==> config.mk <==
export PLATFORM = sky130hd
export DESIGN_NAME = touch_morse_decoder_unit
export DESIGN_NICKNAME = d
export VERILOG_FILES = /design/src/rtl/tmd_pkg.sv /design/src/rtl/touch_morse_decoder_unit.sv /design/src/rtl/tmd_front.sv /design/src/rtl/tmd_queue.sv /design/src/rtl/tmd_back.sv
export SDC_FILE = /design/constraint.sdc
export NUM_CORES = 1
export LEC_CHECK = 0
export ABC_AREA = 1
export BUFFER_PORTS_ARGS = -buffer_cell sky130_fd_sc_hd__clkbuf_2
export CAP_MARGIN = 20
export CORE_UTILIZATION = 35
export CTS_CLUSTER_SIZE = 30
export DETAILED_ROUTE_END_ITERATION = 8
export PLACE_DENSITY_LB_ADDON = 0.08
export SYNTH_ARGS = -nofsm -noshare
export SYNTH_HDL_FRONTEND = slang
export SYNTH_SLANG_ARGS = --single-unit
export TNS_END_PERCENT = 20
==> constraint.sdc <==
create_clock -name clock -period 3.7 [get_ports clock]
set_input_delay 0.37 -clock clock [delete_from_list [all_inputs] [get_ports clock]]
set_output_delay 0.37 -clock clock [all_outputs]
set_load 0.01 [all_outputs]
==> src/rtl/tmd_pkg.sv <==
// Shared types, register map, result codes and the Morse code table.
`default_nettype none

package tmd_pkg;

   // Result kinds reported on the response channel.
   typedef enum logic [2:0] {
      KIND_DOT     = 3'd0,
      KIND_DASH    = 3'd1,
      KIND_CHAR    = 3'd2,
      KIND_UNKNOWN = 3'd3,
      KIND_SPACE   = 3'd4
   } kind_type;

   // Register indexes on the configuration port (byte address is 4 * index).
   typedef enum logic [1:0] {
      REG_TOUCH_THRESHOLD = 2'd0,
      REG_DASH_TICKS      = 2'd1,
      REG_CHAR_GAP_TICKS  = 2'd2,
      REG_WORD_GAP_TICKS  = 2'd3
   } reg_index_type;

   localparam int          CSR_ADDR_BITS   = 4;
   localparam int          CSR_DATA_BITS   = 32;
   localparam int          CFG_BITS        = 16;
   localparam logic [15:0] THRESHOLD_RESET = 16'd20;
   localparam logic [15:0] DASH_RESET      = 16'd300;
   localparam logic [15:0] CHAR_GAP_RESET  = 16'd700;
   localparam logic [15:0] WORD_GAP_RESET  = 16'd1000;
   localparam logic [7:0]  ASCII_SPACE     = 8'h20;
   localparam logic [7:0]  ASCII_NONE      = 8'h00;

   // Depth of the queue between the front and back parts.
   localparam int QUEUE_DEPTH = 2;

   // Timing registers that the back part needs.
   typedef struct packed {
      logic [15:0] dash_ticks;
      logic [15:0] char_gap_ticks;
      logic [15:0] word_gap_ticks;
   } cfg_type;

   // Outcome of a table lookup.
   typedef struct packed {
      logic       hit;
      logic [7:0] code;
   } lookup_type;

   // Code table: element i of a symbol sits in bit i, a dash is a one.
   localparam int ROM_SIZE = 38;
   localparam logic [4:0] ROM_CODE [ROM_SIZE] = '{
      5'd2,  5'd1,  5'd5,  5'd1,  5'd0,  5'd4,  5'd3,  5'd0,  5'd0,  5'd14,
      5'd5,  5'd2,  5'd3,  5'd1,  5'd7,  5'd6,  5'd11, 5'd2,  5'd0,  5'd1,
      5'd4,  5'd8,  5'd6,  5'd9,  5'd13, 5'd3,
      5'd30, 5'd28, 5'd24, 5'd16, 5'd0,  5'd1,  5'd3,  5'd7,  5'd15, 5'd31,
      5'd4,  5'd27
   };
   localparam logic [3:0] ROM_LEN [ROM_SIZE] = '{
      4'd2, 4'd4, 4'd4, 4'd3, 4'd1, 4'd4, 4'd3, 4'd4, 4'd2, 4'd4,
      4'd3, 4'd4, 4'd2, 4'd2, 4'd3, 4'd4, 4'd4, 4'd3, 4'd3, 4'd1,
      4'd3, 4'd4, 4'd3, 4'd4, 4'd4, 4'd4,
      4'd5, 4'd5, 4'd5, 4'd5, 4'd5, 4'd5, 4'd5, 4'd5, 4'd5, 4'd5,
      4'd5, 4'd5
   };
   localparam logic [7:0] ROM_CHAR [ROM_SIZE] = '{
      8'h41, 8'h42, 8'h43, 8'h44, 8'h45, 8'h46, 8'h47, 8'h48, 8'h49, 8'h4A,
      8'h4B, 8'h4C, 8'h4D, 8'h4E, 8'h4F, 8'h50, 8'h51, 8'h52, 8'h53, 8'h54,
      8'h55, 8'h56, 8'h57, 8'h58, 8'h59, 8'h5A,
      8'h31, 8'h32, 8'h33, 8'h34, 8'h35, 8'h36, 8'h37, 8'h38, 8'h39, 8'h30,
      8'h0A, 8'h08
   };

   // Finds the first table entry that matches a symbol of up to eight elements.
   function automatic lookup_type rom_lookup(input logic [7:0] bits, input logic [3:0] len);
      lookup_type r;
      r.hit  = 1'b0;
      r.code = ASCII_NONE;
      // Scan from the top so that the lowest matching entry wins.
      for (int e = ROM_SIZE - 1; e >= 0; e--) begin
         if (len == ROM_LEN[e] && bits == {3'b000, ROM_CODE[e]}) begin
            r.hit  = 1'b1;
            r.code = ROM_CHAR[e];
         end
      end
      return r;
   endfunction

endpackage

`default_nettype wire

==> src/rtl/touch_morse_decoder_unit.sv <==
// Top level of the touch sensor Morse decoder.
`default_nettype none

// Takes one touch sample per transaction and can accept one every clock: the front
// classifies the sample against the threshold and queues it, the back updates the
// press and gap timers and loads at most one result (dot, dash, character, unknown
// code or word space) into the output register at the edge that pops its sample
// from the queue. The two-entry queue and the output register absorb stalls on the
// result channel, and input is stalled only when the queue fills.
module touch_morse_decoder_unit #(
   parameter int MAX_SYMBOLS = 6,
   parameter int COUNT_BITS  = 16
) (
   input  wire logic                              clock,
   input  wire logic                              reset,
   input  wire logic                              req_valid,
   output logic                                   req_stall,
   input  wire logic [15:0]                       req_touch_sample,
   output logic                                   rsp_valid,
   input  wire logic                              rsp_stall,
   output logic [2:0]                             rsp_result_kind,
   output logic [7:0]                             rsp_char_code,
   input  wire logic                              psel,
   input  wire logic                              penable,
   input  wire logic                              pwrite,
   input  wire logic [tmd_pkg::CSR_ADDR_BITS-1:0] paddr,
   input  wire logic [tmd_pkg::CSR_DATA_BITS-1:0] pwdata,
   output logic [tmd_pkg::CSR_DATA_BITS-1:0]      prdata,
   output logic                                   pready
);

   logic             queue_full;
   logic             push;
   logic             push_pressed;
   logic             pop;
   logic             head_valid;
   logic             head_pressed;
   tmd_pkg::cfg_type cfg;

   // Register file and sample classification.
   tmd_front u_front (
      .clock            (clock),
      .reset            (reset),
      .req_valid        (req_valid),
      .req_stall        (req_stall),
      .req_touch_sample (req_touch_sample),
      .psel             (psel),
      .penable          (penable),
      .pwrite           (pwrite),
      .paddr            (paddr),
      .pwdata           (pwdata),
      .prdata           (prdata),
      .pready           (pready),
      .queue_full       (queue_full),
      .push             (push),
      .push_pressed     (push_pressed),
      .cfg              (cfg)
   );

   // Decoupling queue.
   tmd_queue u_queue (
      .clock        (clock),
      .reset        (reset),
      .push         (push),
      .push_pressed (push_pressed),
      .pop          (pop),
      .full         (queue_full),
      .head_valid   (head_valid),
      .head_pressed (head_pressed)
   );

   // Timing, decoding and result register.
   tmd_back #(
      .MAX_SYMBOLS (MAX_SYMBOLS),
      .COUNT_BITS  (COUNT_BITS)
   ) u_back (
      .clock           (clock),
      .reset           (reset),
      .cfg             (cfg),
      .head_valid      (head_valid),
      .head_pressed    (head_pressed),
      .pop             (pop),
      .rsp_valid       (rsp_valid),
      .rsp_stall       (rsp_stall),
      .rsp_result_kind (rsp_result_kind),
      .rsp_char_code   (rsp_char_code)
   );

endmodule

`default_nettype wire

==> src/rtl/tmd_front.sv <==
// Front part: register file and touch classification of incoming samples.
`default_nettype none

module tmd_front (
   input  wire logic                                 clock,
   input  wire logic                                 reset,
   // Sample channel
   input  wire logic                                 req_valid,
   output logic                                      req_stall,
   input  wire logic [15:0]                          req_touch_sample,
   // Register port
   input  wire logic                                 psel,
   input  wire logic                                 penable,
   input  wire logic                                 pwrite,
   input  wire logic [tmd_pkg::CSR_ADDR_BITS-1:0]    paddr,
   input  wire logic [tmd_pkg::CSR_DATA_BITS-1:0]    pwdata,
   output logic [tmd_pkg::CSR_DATA_BITS-1:0]         prdata,
   output logic                                      pready,
   // Toward the queue
   input  wire logic                                 queue_full,
   output logic                                      push,
   output logic                                      push_pressed,
   output tmd_pkg::cfg_type                          cfg
);

   logic [15:0] threshold_ff, threshold_in;
   logic [15:0] dash_ff, dash_in;
   logic [15:0] char_gap_ff, char_gap_in;
   logic [15:0] word_gap_ff, word_gap_in;
   logic        write_en;
   tmd_pkg::reg_index_type reg_index;

   assign pready    = 1'b1;
   assign write_en  = psel && penable && pwrite && pready;
   assign reg_index = tmd_pkg::reg_index_type'(paddr[3:2]);

   // Register write decode.
   always_comb begin
      threshold_in = threshold_ff;
      dash_in      = dash_ff;
      char_gap_in  = char_gap_ff;
      word_gap_in  = word_gap_ff;
      if (write_en) begin
         case (reg_index)
            tmd_pkg::REG_TOUCH_THRESHOLD: threshold_in = pwdata[15:0];
            tmd_pkg::REG_DASH_TICKS:      dash_in      = pwdata[15:0];
            tmd_pkg::REG_CHAR_GAP_TICKS:  char_gap_in  = pwdata[15:0];
            tmd_pkg::REG_WORD_GAP_TICKS:  word_gap_in  = pwdata[15:0];
            default: ;
         endcase
      end
   end

   always_ff @(posedge clock) begin
      if (reset) begin
         threshold_ff <= tmd_pkg::THRESHOLD_RESET;
         dash_ff      <= tmd_pkg::DASH_RESET;
         char_gap_ff  <= tmd_pkg::CHAR_GAP_RESET;
         word_gap_ff  <= tmd_pkg::WORD_GAP_RESET;
      end else begin
         threshold_ff <= threshold_in;
         dash_ff      <= dash_in;
         char_gap_ff  <= char_gap_in;
         word_gap_ff  <= word_gap_in;
      end
   end

   // Register read mux.
   always_comb begin
      case (reg_index)
         tmd_pkg::REG_TOUCH_THRESHOLD: prdata = {16'h0000, threshold_ff};
         tmd_pkg::REG_DASH_TICKS:      prdata = {16'h0000, dash_ff};
         tmd_pkg::REG_CHAR_GAP_TICKS:  prdata = {16'h0000, char_gap_ff};
         tmd_pkg::REG_WORD_GAP_TICKS:  prdata = {16'h0000, word_gap_ff};
         default:                      prdata = '0;
      endcase
   end

   // A sample below the threshold is a touch; the transaction goes to the queue.
   assign req_stall    = queue_full;
   assign push         = req_valid && !queue_full;
   assign push_pressed = req_touch_sample < threshold_ff;

   assign cfg.dash_ticks     = dash_ff;
   assign cfg.char_gap_ticks = char_gap_ff;
   assign cfg.word_gap_ticks = word_gap_ff;

endmodule

`default_nettype wire

==> src/rtl/tmd_queue.sv <==
// Short queue of classified samples between the front and back parts.
`default_nettype none

module tmd_queue (
   input  wire logic clock,
   input  wire logic reset,
   input  wire logic push,
   input  wire logic push_pressed,
   input  wire logic pop,
   output logic      full,
   output logic      head_valid,
   output logic      head_pressed
);

   localparam int DEPTH   = tmd_pkg::QUEUE_DEPTH;
   localparam int PTR_W   = (DEPTH > 1) ? $clog2(DEPTH) : 1;
   localparam int COUNT_W = $clog2(DEPTH + 1);

   logic [DEPTH-1:0]   entry_ff;
   logic [PTR_W-1:0]   wr_ptr_ff, wr_ptr_in;
   logic [PTR_W-1:0]   rd_ptr_ff, rd_ptr_in;
   logic [COUNT_W-1:0] count_ff, count_in;
   logic               do_push, do_pop;

   assign full         = count_ff == COUNT_W'(DEPTH);
   assign head_valid   = count_ff != '0;
   assign head_pressed = entry_ff[rd_ptr_ff];
   assign do_push      = push && !full;
   assign do_pop       = pop && head_valid;

   // Pointer and fill count update.
   always_comb begin
      wr_ptr_in = wr_ptr_ff;
      rd_ptr_in = rd_ptr_ff;
      count_in  = count_ff;
      if (do_push) begin
         wr_ptr_in = (wr_ptr_ff == PTR_W'(DEPTH - 1)) ? '0 : wr_ptr_ff + PTR_W'(1);
      end
      if (do_pop) begin
         rd_ptr_in = (rd_ptr_ff == PTR_W'(DEPTH - 1)) ? '0 : rd_ptr_ff + PTR_W'(1);
      end
      if (do_push && !do_pop) begin
         count_in = count_ff + COUNT_W'(1);
      end else if (do_pop && !do_push) begin
         count_in = count_ff - COUNT_W'(1);
      end
   end

   always_ff @(posedge clock) begin
      if (reset) begin
         wr_ptr_ff <= '0;
         rd_ptr_ff <= '0;
         count_ff  <= '0;
      end else begin
         wr_ptr_ff <= wr_ptr_in;
         rd_ptr_ff <= rd_ptr_in;
         count_ff  <= count_in;
      end
   end

   // Entry storage.
   always_ff @(posedge clock) begin
      if (do_push) begin
         entry_ff[wr_ptr_ff] <= push_pressed;
      end
   end

endmodule

`default_nettype wire

==> src/rtl/tmd_back.sv <==
// Back part: press and gap timing, symbol assembly, lookup and result register.
`default_nettype none

module tmd_back #(
   parameter int MAX_SYMBOLS = 6,
   parameter int COUNT_BITS  = 16
) (
   input  wire logic             clock,
   input  wire logic             reset,
   input  wire tmd_pkg::cfg_type cfg,
   input  wire logic             head_valid,
   input  wire logic             head_pressed,
   output logic                  pop,
   output logic                  rsp_valid,
   input  wire logic             rsp_stall,
   output logic [2:0]            rsp_result_kind,
   output logic [7:0]            rsp_char_code
);

   localparam int LEN_W = $clog2(MAX_SYMBOLS + 1);
   localparam int CMP_W = (COUNT_BITS > tmd_pkg::CFG_BITS) ? COUNT_BITS : tmd_pkg::CFG_BITS;

   logic                   press_active_ff, press_active_in;
   logic [COUNT_BITS-1:0]  press_ticks_ff, press_ticks_in;
   logic [COUNT_BITS-1:0]  idle_ticks_ff, idle_ticks_in;
   logic [MAX_SYMBOLS-1:0] symbol_bits_ff, symbol_bits_in;
   logic [LEN_W-1:0]       symbol_len_ff, symbol_len_in;
   logic                   space_armed_ff, space_armed_in;
   logic                   rsp_valid_ff, rsp_valid_in;
   tmd_pkg::kind_type      kind_ff, kind_in;
   logic [7:0]             code_ff, code_in;

   logic                   can_load;
   logic                   has_result;
   tmd_pkg::kind_type      result_kind;
   logic [7:0]             result_code;
   logic                   is_dash;
   logic [COUNT_BITS-1:0]  idle_next;
   tmd_pkg::lookup_type    lookup;

   // The result register takes a new result when empty or being drained.
   assign can_load = !rsp_valid_ff || !rsp_stall;
   assign pop      = head_valid && can_load;

   assign is_dash   = CMP_W'(press_ticks_ff) >= CMP_W'(cfg.dash_ticks);
   assign idle_next = (idle_ticks_ff == '1) ? idle_ticks_ff : idle_ticks_ff + COUNT_BITS'(1);
   assign lookup    = tmd_pkg::rom_lookup(8'(symbol_bits_ff), 4'(symbol_len_ff));

   // State update for one popped transaction.
   always_comb begin
      press_active_in = press_active_ff;
      press_ticks_in  = press_ticks_ff;
      idle_ticks_in   = idle_ticks_ff;
      symbol_bits_in  = symbol_bits_ff;
      symbol_len_in   = symbol_len_ff;
      space_armed_in  = space_armed_ff;
      has_result      = 1'b0;
      result_kind     = tmd_pkg::KIND_DOT;
      result_code     = tmd_pkg::ASCII_NONE;
      if (pop) begin
         if (head_pressed) begin
            // Press in progress: count its length.
            press_active_in = 1'b1;
            if (!press_active_ff) begin
               press_ticks_in = COUNT_BITS'(1);
            end else if (press_ticks_ff != '1) begin
               press_ticks_in = press_ticks_ff + COUNT_BITS'(1);
            end
         end else if (press_active_ff) begin
            // Release: classify the press and store the element if room is left.
            press_active_in = 1'b0;
            press_ticks_in  = '0;
            idle_ticks_in   = '0;
            if (symbol_len_ff < LEN_W'(MAX_SYMBOLS)) begin
               symbol_bits_in = symbol_bits_ff |
                                (MAX_SYMBOLS'(is_dash) << symbol_len_ff);
               symbol_len_in  = symbol_len_ff + LEN_W'(1);
            end
            has_result  = 1'b1;
            result_kind = is_dash ? tmd_pkg::KIND_DASH : tmd_pkg::KIND_DOT;
         end else if (symbol_len_ff != '0 &&
                      CMP_W'(idle_next) > CMP_W'(cfg.char_gap_ticks)) begin
            // Character gap reached: decode the symbol.
            symbol_bits_in = '0;
            symbol_len_in  = '0;
            idle_ticks_in  = '0;
            has_result     = 1'b1;
            if (lookup.hit) begin
               space_armed_in = 1'b1;
               result_kind    = tmd_pkg::KIND_CHAR;
               result_code    = lookup.code;
            end else begin
               result_kind = tmd_pkg::KIND_UNKNOWN;
            end
         end else if (space_armed_ff &&
                      CMP_W'(idle_next) > CMP_W'(cfg.word_gap_ticks)) begin
            // Word gap after a character: one space, then disarm.
            space_armed_in = 1'b0;
            idle_ticks_in  = '0;
            has_result     = 1'b1;
            result_kind    = tmd_pkg::KIND_SPACE;
            result_code    = tmd_pkg::ASCII_SPACE;
         end else begin
            idle_ticks_in = idle_next;
         end
      end
   end

   // Result register next value.
   always_comb begin
      rsp_valid_in = rsp_valid_ff;
      kind_in      = kind_ff;
      code_in      = code_ff;
      if (can_load) begin
         rsp_valid_in = has_result;
         if (has_result) begin
            kind_in = result_kind;
            code_in = result_code;
         end
      end
   end

   always_ff @(posedge clock) begin
      if (reset) begin
         press_active_ff <= 1'b0;
         press_ticks_ff  <= '0;
         idle_ticks_ff   <= '0;
         symbol_bits_ff  <= '0;
         symbol_len_ff   <= '0;
         space_armed_ff  <= 1'b0;
         rsp_valid_ff    <= 1'b0;
      end else begin
         press_active_ff <= press_active_in;
         press_ticks_ff  <= press_ticks_in;
         idle_ticks_ff   <= idle_ticks_in;
         symbol_bits_ff  <= symbol_bits_in;
         symbol_len_ff   <= symbol_len_in;
         space_armed_ff  <= space_armed_in;
         rsp_valid_ff    <= rsp_valid_in;
      end
   end

   always_ff @(posedge clock) begin
      kind_ff <= kind_in;
      code_ff <= code_in;
   end

   assign rsp_valid       = rsp_valid_ff;
   assign rsp_result_kind = 3'(kind_ff);
   assign rsp_char_code   = code_ff;

   // The symbol never holds more elements than it has room for.
   assert property (@(posedge clock) disable iff (reset)
      symbol_len_ff <= LEN_W'(MAX_SYMBOLS))
      else $error("symbol length beyond its capacity");

   // A press in progress has counted at least one tick.
   assert property (@(posedge clock) disable iff (reset)
      press_active_ff |-> press_ticks_ff != '0)
      else $error("active press with zero length");

   // Nothing leaves the queue while a result waits on a stalled output.
   assert property (@(posedge clock) disable iff (reset)
      (rsp_valid_ff && rsp_stall) |-> !pop)
      else $error("transaction popped while output is stalled");

   // A release always produces an element result and restarts the gap timer.
   assert property (@(posedge clock) disable iff (reset)
      (pop && !head_pressed && press_active_ff) |=> (rsp_valid_ff && idle_ticks_ff == '0))
      else $error("release did not produce an element");

endmodule

`default_nettype wire
## Word-level counts from Yosys, hierarchy flattened

Cells that the tools add are included.

- Word-level logic and storage cells: 223
- Register bits after elaboration: 125

- Shift operators: 1
- Mux-type cells: 79
- Reductions and logical operators: 74
- Add/subtract/negate cells: 7
- Bitwise logic cells: 4
- Equality and inequality tests: 33
- Order comparisons: 8

Operator list:

| cell | number |
|---|---|
| 9-bit two-way mux | 38 |
| 16-bit two-way mux | 8 |
| 32-bit case mux with 4 select lines | 1 |
| 1-bit logical AND | 49 |
| 6-bit by 4-bit == test with 1-bit output, second input constant | 6 |
| 6-bit by 5-bit == test with 1-bit output, second input constant | 6 |
| 16-bit by 1-bit adder with 16-bit output, second input constant | 2 |
| 16-bit greater-than comparator | 2 |
| 6-bit by 3-bit == test with 1-bit output, second input constant | 4 |
| 6-bit two-way mux | 4 |
| 3-bit two-way mux | 6 |
| 16-bit == test, second input constant | 1 |
| 16-bit greater-or-equal comparator | 1 |
| 16-bit less-than comparator | 1 |
| 1-bit two-way mux | 16 |
| 8-bit two-way mux | 2 |
| 16-bit != test, second input constant | 1 |
| 6-bit by 2-bit == test with 1-bit output, second input constant | 2 |
| 2-bit AND reduction | 6 |
| 2-bit nonzero test | 5 |
| 2-bit == test, second input constant | 3 |
| 3-bit by 2-bit == test with 1-bit output, second input constant | 2 |
| 3-bit == test, second input constant | 2 |
| 6-bit by 1-bit == test with 1-bit output, second input constant | 1 |
| 28 further kinds | 37 |

## Longest topological paths before layout

Gate-level depths: netlist of run 1.

- Depth after elaboration: 43
- Mapped depth: 23
- Mapped depth without buffers: 23

## By module

Synthesis of run 1 repeated with hierarchy kept, for this count alone.

- Cells, all modules: 1171
- Area total of the unflattened synthesis: 8127.8 µm²

Modules (own cells, without submodules):

| module | cells an instance | area an instance (µm²) | instances |
|---|---|---|---|
| tmd_back | 694 | 4700.8 | 1 |
| tmd_front | 437 | 3126.7 | 1 |
| tmd_queue | 40 | 300.3 | 1 |

## Least setup slack after synthesis of run 1

Ideal clock, no wire load.

- Path kind: register -> register
- From: reg u_back.idle_ticks_ff[0]
- To: reg u_back.idle_ticks_ff[9]
- Arrival: 3255 ps
- Stages on the path, launching flop included: 21
- Period minus slack after synthesis: 3330 ps
- Setup time: 74 ps
- Path buffers: 1
- Setup slack: 370 ps
- Required time: 3626 ps
- Path through: dfxtp_1 -> ha_1 -> nand2_1 -> nor2_2 -> nand2_1 -> nor4_1 -> nor3_1 -> nand2_1 -> xor2_1 -> ha_1 -> a21oi_1 -> nor2_1 -> a211oi_2 -> nor2_1 -> or3_1 -> nand2_1 -> nand3_2 -> nor3_4 -> buf_6 -> nand2_1 -> o21ai_0

- Cells in the longest elaborated chain, start to end: 7

RTL lines:

| what | RTL line | text |
|---|---|---|
| start: declaration | tmd_back.sv:25 | `logic [COUNT_BITS-1:0] idle_ticks_ff, idle_ticks_in;` |
| start signal: assignment | tmd_back.sv:135 | `idle_ticks_ff <= idle_ticks_in;` |
| 16-bit by 1-bit adder with 16-bit output / 16-bit == test (equally long branches) | tmd_back.sv:46 | `assign idle_next = (idle_ticks_ff == '1) ? idle_ticks_ff : idle_ticks_ff + COUNT_BITS'(1);` |
| 16-bit two-way mux * | tmd_back.sv:46 |  |
| 16-bit greater-than comparator | tmd_back.sv:96 | `CMP_W'(idle_next) > CMP_W'(cfg.word_gap_ticks)) begin` |
| 1-bit logical AND | tmd_back.sv:95 | `end else if (space_armed_ff &&` |
| 16-bit two-way mux | tmd_back.sv:95 |  |
| 16-bit two-way mux * | tmd_back.sv:81 | `end else if (symbol_len_ff != '0 &&` |
| 16-bit two-way mux * | tmd_back.sv:69 | `end else if (press_active_ff) begin` |

Every way passes the cells marked *; elsewhere a longest branch is shown, timed or not.
A chain may end at the register's enable or synchronous reset.

## Worst setup path in the final report of run 1

- From: reg u_back.idle_ticks_ff[1]
- To: reg u_back.idle_ticks_ff[3]

The elaborated chain is that of the path after synthesis.

==> results.yml, run 1 <==
floorplan:
  die_w_um: 151.2
  die_area_um2: 22860
  design.portCount: 105
  dieHeight_um: 151.2
  start_util_pct: 35.70
  core_um2: 21820
  row_count: 54
pwr:
  p_leak_nw: 4.170
  power_per_cell_area_nw_per_um2: 418.4
  ir_drop_uv: 283.6
  p_total_w: 0.003919
sta:
  min_period_ns: 3.739
  clock.fmax_mhz: 267.4
  fin_ws_ns: -0.03913
  finClkSkew_ns: 0.008275
  finalCritPeriodShare_pct: 101.1
  rsz0062_at_grt: "true"
  max-slew-margin-rel_pct: 58.48
  setup_viol: 9
  tns_ns: -0.2072
  maxSlewViolCount: 0
  worst_slew_pin_slew_ns: 0.6189
  finalHoldViolCount: 0
yosys:
  ys_types: 56
  synth.top_cells.by_area: "dfxtp_1, ha_1, nand2_1"
  synth_common_cells: "nand2_1, inv_1, a21oi_1"
  yosysMostFrequentCell: "nand2_1"
  yosysTopAreaCell: "dfxtp_1"
  synth_ff_type: "dfxtp_1"
  synth_edf_count: 12
  ys_ff_latch: 124
  syn_area_per_cell_um2: 7.200
  synthArstFlopShare_pct: 0
  mappedNetlistArea_um2: 7790
  synth_cells: 1082
  seq_area_frac_synth_pct: 33.41
  yosys.area.top_type_share_pct: 28.78
  synth-warning-count: 0
clocking:
  cts_sinks: 124
  cts_max_level: 4
  cts-root-buf: "clkbuf_16"
  cts_tree: "yes"
  path_clk_slew_ns: 0.06
  cts_buffer_depth: 2
  cts_buffers: 17
  clk_latency_ns: 0.43
setup_path:
  end_kind: "flip-flop"
  worst-path-max-fanout: 7
  required_ns: 4.05
  worstSetupPathType: "reg -> reg"
  ff2ff_path_depth: 23
  cp.arrival_ns: 4.09
  startpoint_type: "flip-flop"
drt:
  route.detailed.drc: 0
  avgViaCountPerCell: 4.918
  wl_per_cell_um: 14.92
  first_pass_iters: 5
  drtIter0Drc: 381
  via_count: 7239
  antenna_left: 0
  wirelength_um: 21960
status:
  violations: "setup timing"
  status: "finished, violations left"
min_path:
  hold_path_class: "in -> reg"
  hold_depth: 3
grt:
  grt_first_pass_wirelength_um: 35080
  grt_use_total_pct: 20.00
  antenna_found_initial: 0
  grt_max_degree: 41
  grt_pass1_vias: 6724
  grt-ovfl-total: 0
final_layout:
  nets: 1309
  area_delta_synth_final_pct: 20.24
  drive_above_1_share_pct: 18.20
  finalCoreUtilization_pct: 42.92
  n_antenna_cell: 0
placement:
  routabilityCongestion: 0.8546
  dp_hpwl_um: 16630
  post-place-ws_ns: -0.03078
  port_buffers: 68
run:
  drv_cap: 0
[report_power, final]
group,switching [W],internal [W],leakage (nW)
Combinational,0.000578,0.000292,2.88
Sequential,0.0000538,0.00143,1.02
Clock,0.000668,0.000895,0.267
[path summary, 6_finish.rpt]
| kind | start | end | slack (ns) |
|---|---|---|---|
| worst max-delay path | u_back.idle_ticks_ff[1] | u_back.idle_ticks_ff[3] | -0.04 |
| worst min-delay path | rsp_stall | u_back.rsp_valid | 0.23 |
| worst max register to register | u_back.idle_ticks_ff[1] | u_back.idle_ticks_ff[3] | -0.04 |
| worst min register to register | u_front.dash_ff[11] | u_front.dash_ff[11] | 0.48 |
[per-layer routing]
metal	GRT usage (%)	wire length (µm)	vias to the layer above
li1	-	-	3815
met1	28.87	11330	3276
met2	30.59	9693	131
met3	2.922	649	17
met4	5.700	285	0
met5	0	0	-
[timing repair]
action,4_1_cts,5_1_grt
resized for setup,2,53
endpoints found under the setup margin,26,46
hold buffers,0,0
buffers inserted,0,6
pin swaps,0,18
gates cloned,0,1
[per-stage QoR]
step	cell area, µm²	cells	hold slack, ns
6_report	9366	1472	0.2284
5_1_grt	9366	1472	0.2509
4_1_cts	9087	1465	0.2150
3_5_place_dp	8536	1433	0.4720
3_3_place_gp	8536	1433	0.4719
2_1_floorplan	7850	1098	0.4415
[critical path: stages, from the launching register on]
cell and delay (ns):
dfxtp_2 0.35, ha_4 0.15, nand2_4 0.05, nor2_4 0.14, nand3_2 0.11, nor3_4 0.23, nand3_2 0.12, nor2_2 0.13
nand2_2 0.12, nor3b_4 0.19, nand2_2 0.13, xnor2_4 0.16, ha_4 0.24, nand2_1 0.08, nor2_1 0.06, nand2_1 0.07
a31oi_2 0.10, or3_4 0.42, nand2_4 0.09, nand3_4 0.08, nor3_4 0.31, clkbuf_16 0.22, nand2_1 0.05, o21ai_1 0.06
[registers in the layout, summed over array words and instances, names as in the netlist]
signal,flops
u_queue.wr_ptr_ff,1
u_back.symbol_len_ff,3
u_back.rsp_valid,1
u_front.char_gap_ff,16
u_front.threshold_ff,16
u_queue.count_ff,2
u_front.dash_ff,16
u_queue.entry_ff,2
u_back.symbol_bits_ff,6
u_back.press_ticks_ff,16
u_front.word_gap_ff,16
u_back.rsp_char_code,7
u_back.rsp_result_kind,3
u_queue.rd_ptr_ff,1
u_back.press_active_ff,1
u_back.space_armed_ff,1
u_back.idle_ticks_ff,16
[cell families (layout without fill, tap and decap cells)]
| group | Yosys count | in the layout | share of synthesized area (%) |
|---|---|---|---|
| AOI/OAI and AO/OA | 284 | 284 | 20.59 |
| adders and majority gates | 71 | 71 | 11.40 |
| xor gates and xnor gates | 10 | 10 | 1.124 |
| other | 2 | 18 | 0.09641 |
| muxes | 1 | 1 | 0.1445 |
| DFF | 124 | 124 | 33.41 |
| and+or+nand+nor | 384 | 384 | 22.10 |
| buffers and inverters | 206 | 300 | 11.13 |
[final cells by class]
class | instances | area, µm²
clock inverter | 12 | 86.33
clock buffer | 20 | 456.7
timing repair buffer | 105 | 660.6
fill | 2251 | 12460
inverter | 163 | 611.8
sequential | 124 | 2611
tap | 280 | 350.3
multi-input combinational | 768 | 4589
[placed cells by master (no fill, tap or decap), types with 4 or more instances in the layout]
| master | n |
|---|---|
| nand2_1 | 182 |
| inv_1 | 150 |
| a21oi_1 | 112 |
| dfxtp_1 | 107 |
| o21ai_0 | 98 |
| nor2_1 | 88 |
| ha_1 | 69 |
| clkbuf_2 | 68 |
| buf_4 | 34 |
| nand3_1 | 27 |
| nand4_1 | 23 |
| o211ai_1 | 22 |
| conb_1 | 18 |
| clkbuf_16 | 18 |
| nor3_1 | 14 |
| inv_2 | 12 |
| edfxtp_1 | 12 |
| nand2_2 | 11 |
| o21ai_1 | 9 |
| xor2_1 | 7 |
| nand3_2 | 6 |
| nor3_2 | 6 |
| o21a_1 | 5 |
| a31oi_1 | 5 |
| nor3_4 | 4 |
| nor2_2 | 4 |
| nor4_2 | 4 |
| a21oi_2 | 4 |
| dfxtp_2 | 4 |
Power figures use the tool's default switching activity.
==> run 2: changes to the inputs <==
- clock period: 3.7 -> 4.6 ns (I/O delays scaled with it)
==> results.yml, run 2 (same netlist as run 1, synthesis figures left out) <==
status:
  status: "finished clean"
setup_path:
  critPathBufInv: 1
  worst-r2r-setup-slack_ns: 0.57
  startpoint_type: "flip-flop"
  end_kind: "flip-flop"
  r2r-start: "u_back.idle_ticks_ff[0]"
  worst-path-max-fanout: 10
  ff2ff_path_depth: 19
  crit_path_end: "u_back.rsp_char_code[3]"
  cp_num_cells: 19
  crit_path_cell_trace: "ha_1 -> nand2_1 -> nor2_2 -> nand3_1 -> nor3_1 -> nand3_1 -> nor2_1 -> nand2_1 -> nand2_1 -> xor2_1 -> ha_1 -> nand2_1 -> or3_1 -> a31oi_1 -> or3_1 -> nand2_1 -> nand3_2 -> nand2_1 -> inv_1"
  cpMostUsedCell: "nand2_1"
  cp.arrival_ns: 4.11
  startpoint: "u_back.idle_ticks_ff[0]"
  crit_path_max_incr_delay_ns: 0.40
  critPathTopFamily: "simple AND/OR/NAND/NOR gates"
  r2r_end: "u_back.rsp_char_code[3]"
  required_ns: 4.67
  cp_slowest_cell: "dfxtp_1"
  worstSetupPathType: "reg -> reg"
sta:
  setup_viol: 0
  tns_ns: 0
  rsz0062_at_grt: "false"
  finalHoldViolCount: 0
  finalCritPeriodShare_pct: 87.71
  min_period_ns: 4.035
  maxSlewViolCount: 0
  worst_slew_pin_slew_ns: 0.6845
  max-slew-margin-rel_pct: 54.20
  finClkSkew_ns: 0.01136
  clock.fmax_mhz: 247.8
final_layout:
  drive_above_1_share_pct: 12.98
  nets: 1280
  mostFrequentLayoutCell: "nand2_1"
  multiInputGateArea_um2: 4380
  final_cell_mix: "nand2_1, inv_1, a21oi_1, dfxtp_1, o21ai_0"
  layout.cells.non_filler: 1443
  area_delta_synth_final_pct: 15.00
  n_antenna_cell: 0
  seqCellArea_um2: 2603
  fill_cells: 2334
grt:
  antenna_found_initial: 0
  grt_max_degree: 46
  grt-ovfl-total: 0
  grt_pass1_vias: 6616
  grt_use_total_pct: 19.85
  grt_first_pass_wirelength_um: 34620
drt:
  wirelength_um: 21580
  drtIter0Drc: 355
  avgViaCountPerCell: 4.990
  route.detailed.drc: 0
  wl_per_cell_um: 14.95
  first_pass_iters: 5
  via_count: 7200
  antenna_left: 0
pwr:
  power_per_cell_area_nw_per_um2: 364.2
  p_leak_nw: 3.981
  ir_drop_uv: 228.8
clocking:
  cts-root-buf: "clkbuf_16"
  clk_latency_ns: 0.42
  post_cts_resized: 0
  cts_buffers: 17
  cts_sinks: 124
  cts_buffer_depth: 2
  cts_max_level: 4
  ctsHoldBuffers: 0
  cts_setup_buffers: 0
  cts_tree: "yes"
  path_clk_slew_ns: 0.06
floorplan:
  die_w_um: 151.2
  design.portCount: 105
  die_area_um2: 22860
  row_count: 54
  core_um2: 21820
  start_util_pct: 35.70
  dieHeight_um: 151.2
placement:
  dp_hpwl_um: 16540
  placedCellCount: 1409
  routabilityCongestion: 0.8558
  port_buffers: 68
run:
  drv_cap: 0
min_path:
  hold_path_class: "in -> reg"
run 2: cell types whose count changed in the layout (fill, tap and decap cells not counted), sizes merged:
cell / before / now
bufinv: 0 / 3
inv: 166 / 167
buf: 36 / 8
clkbuf: 89 / 85
clkinv: 7 / 6
run 2: power breakdown:
group | leakage, nW | switching, W | total (W) | internal (W)
logic | 2.66 | 0.000449 | 0.000642 | 0.000193
registers | 1.02 | 0.0000438 | 0.00120 | 0.00115
clock network | 0.297 | 0.000562 | 0.00142 | 0.000863
run 2: worst min path at each step:
stage,startpoint,endpoint,cells after the start
after global placement,u_queue.rd_ptr_ff,u_queue.rd_ptr_ff,2
after CTS,rsp_stall,u_back.rsp_valid,3
final,rsp_stall,u_back.rsp_valid,3
after floorplan,u_back.space_armed_ff,u_back.space_armed_ff,2
after detailed placement,u_queue.rd_ptr_ff,u_queue.rd_ptr_ff,2
after global routing,pwdata[3],u_front.char_gap_ff[3],3
run 2: cell type report:
type	instances	area share, %
clock buffers	17	4.749
clock inverters	15	2.095
inverters	163	6.830
multi-input cells	768	48.90
flip-flops and latches	124	29.05
well taps	280	3.911
repair buffers	76	4.469
run 2: worst register-to-register path: stages, from the launching register on:
cell and delay (ns):
dfxtp_1 0.40, ha_1 0.26, nand2_1 0.09, nor2_2 0.13, nand3_1 0.09, nor3_1 0.20, nand3_1 0.13, nor2_1 0.11
nand2_1 0.17, nand2_1 0.13, xor2_1 0.28, ha_1 0.21, nand2_1 0.07, or3_1 0.40, a31oi_1 0.21, or3_1 0.16
nand2_1 0.08, nand3_2 0.11, nand2_1 0.11, inv_1 0.34
run 2: routing by layer:
metal | global-route usage (%) | vias to the layer above | wire length [µm]
met5 | 0 | - | 0
met4 | 5.000 | 0 | 182
met3 | 2.801 | 13 | 662
met2 | 30.55 | 140 | 9521
met1 | 28.79 | 3289 | 11210
li1 | - | 3758 | -
run 2: per-stage QoR:
stage	util, %	worst slack (ns)	instance area (µm²)	total power [W]	hold slack, ns
2_1_floorplan	-	1.270	7850	0.001697	0.4415
3_3_place_gp	38.17	0.5792	8330	0.001856	0.4714
3_5_place_dp	38.17	0.5363	8330	0.001858	0.4737
4_1_cts	40.98	0.5098	8944	0.003287	0.3152
5_1_grt	41.05	0.1281	8959	0.003430	0.3430
6_report	41.05	0.5652	8959	0.003263	0.3233
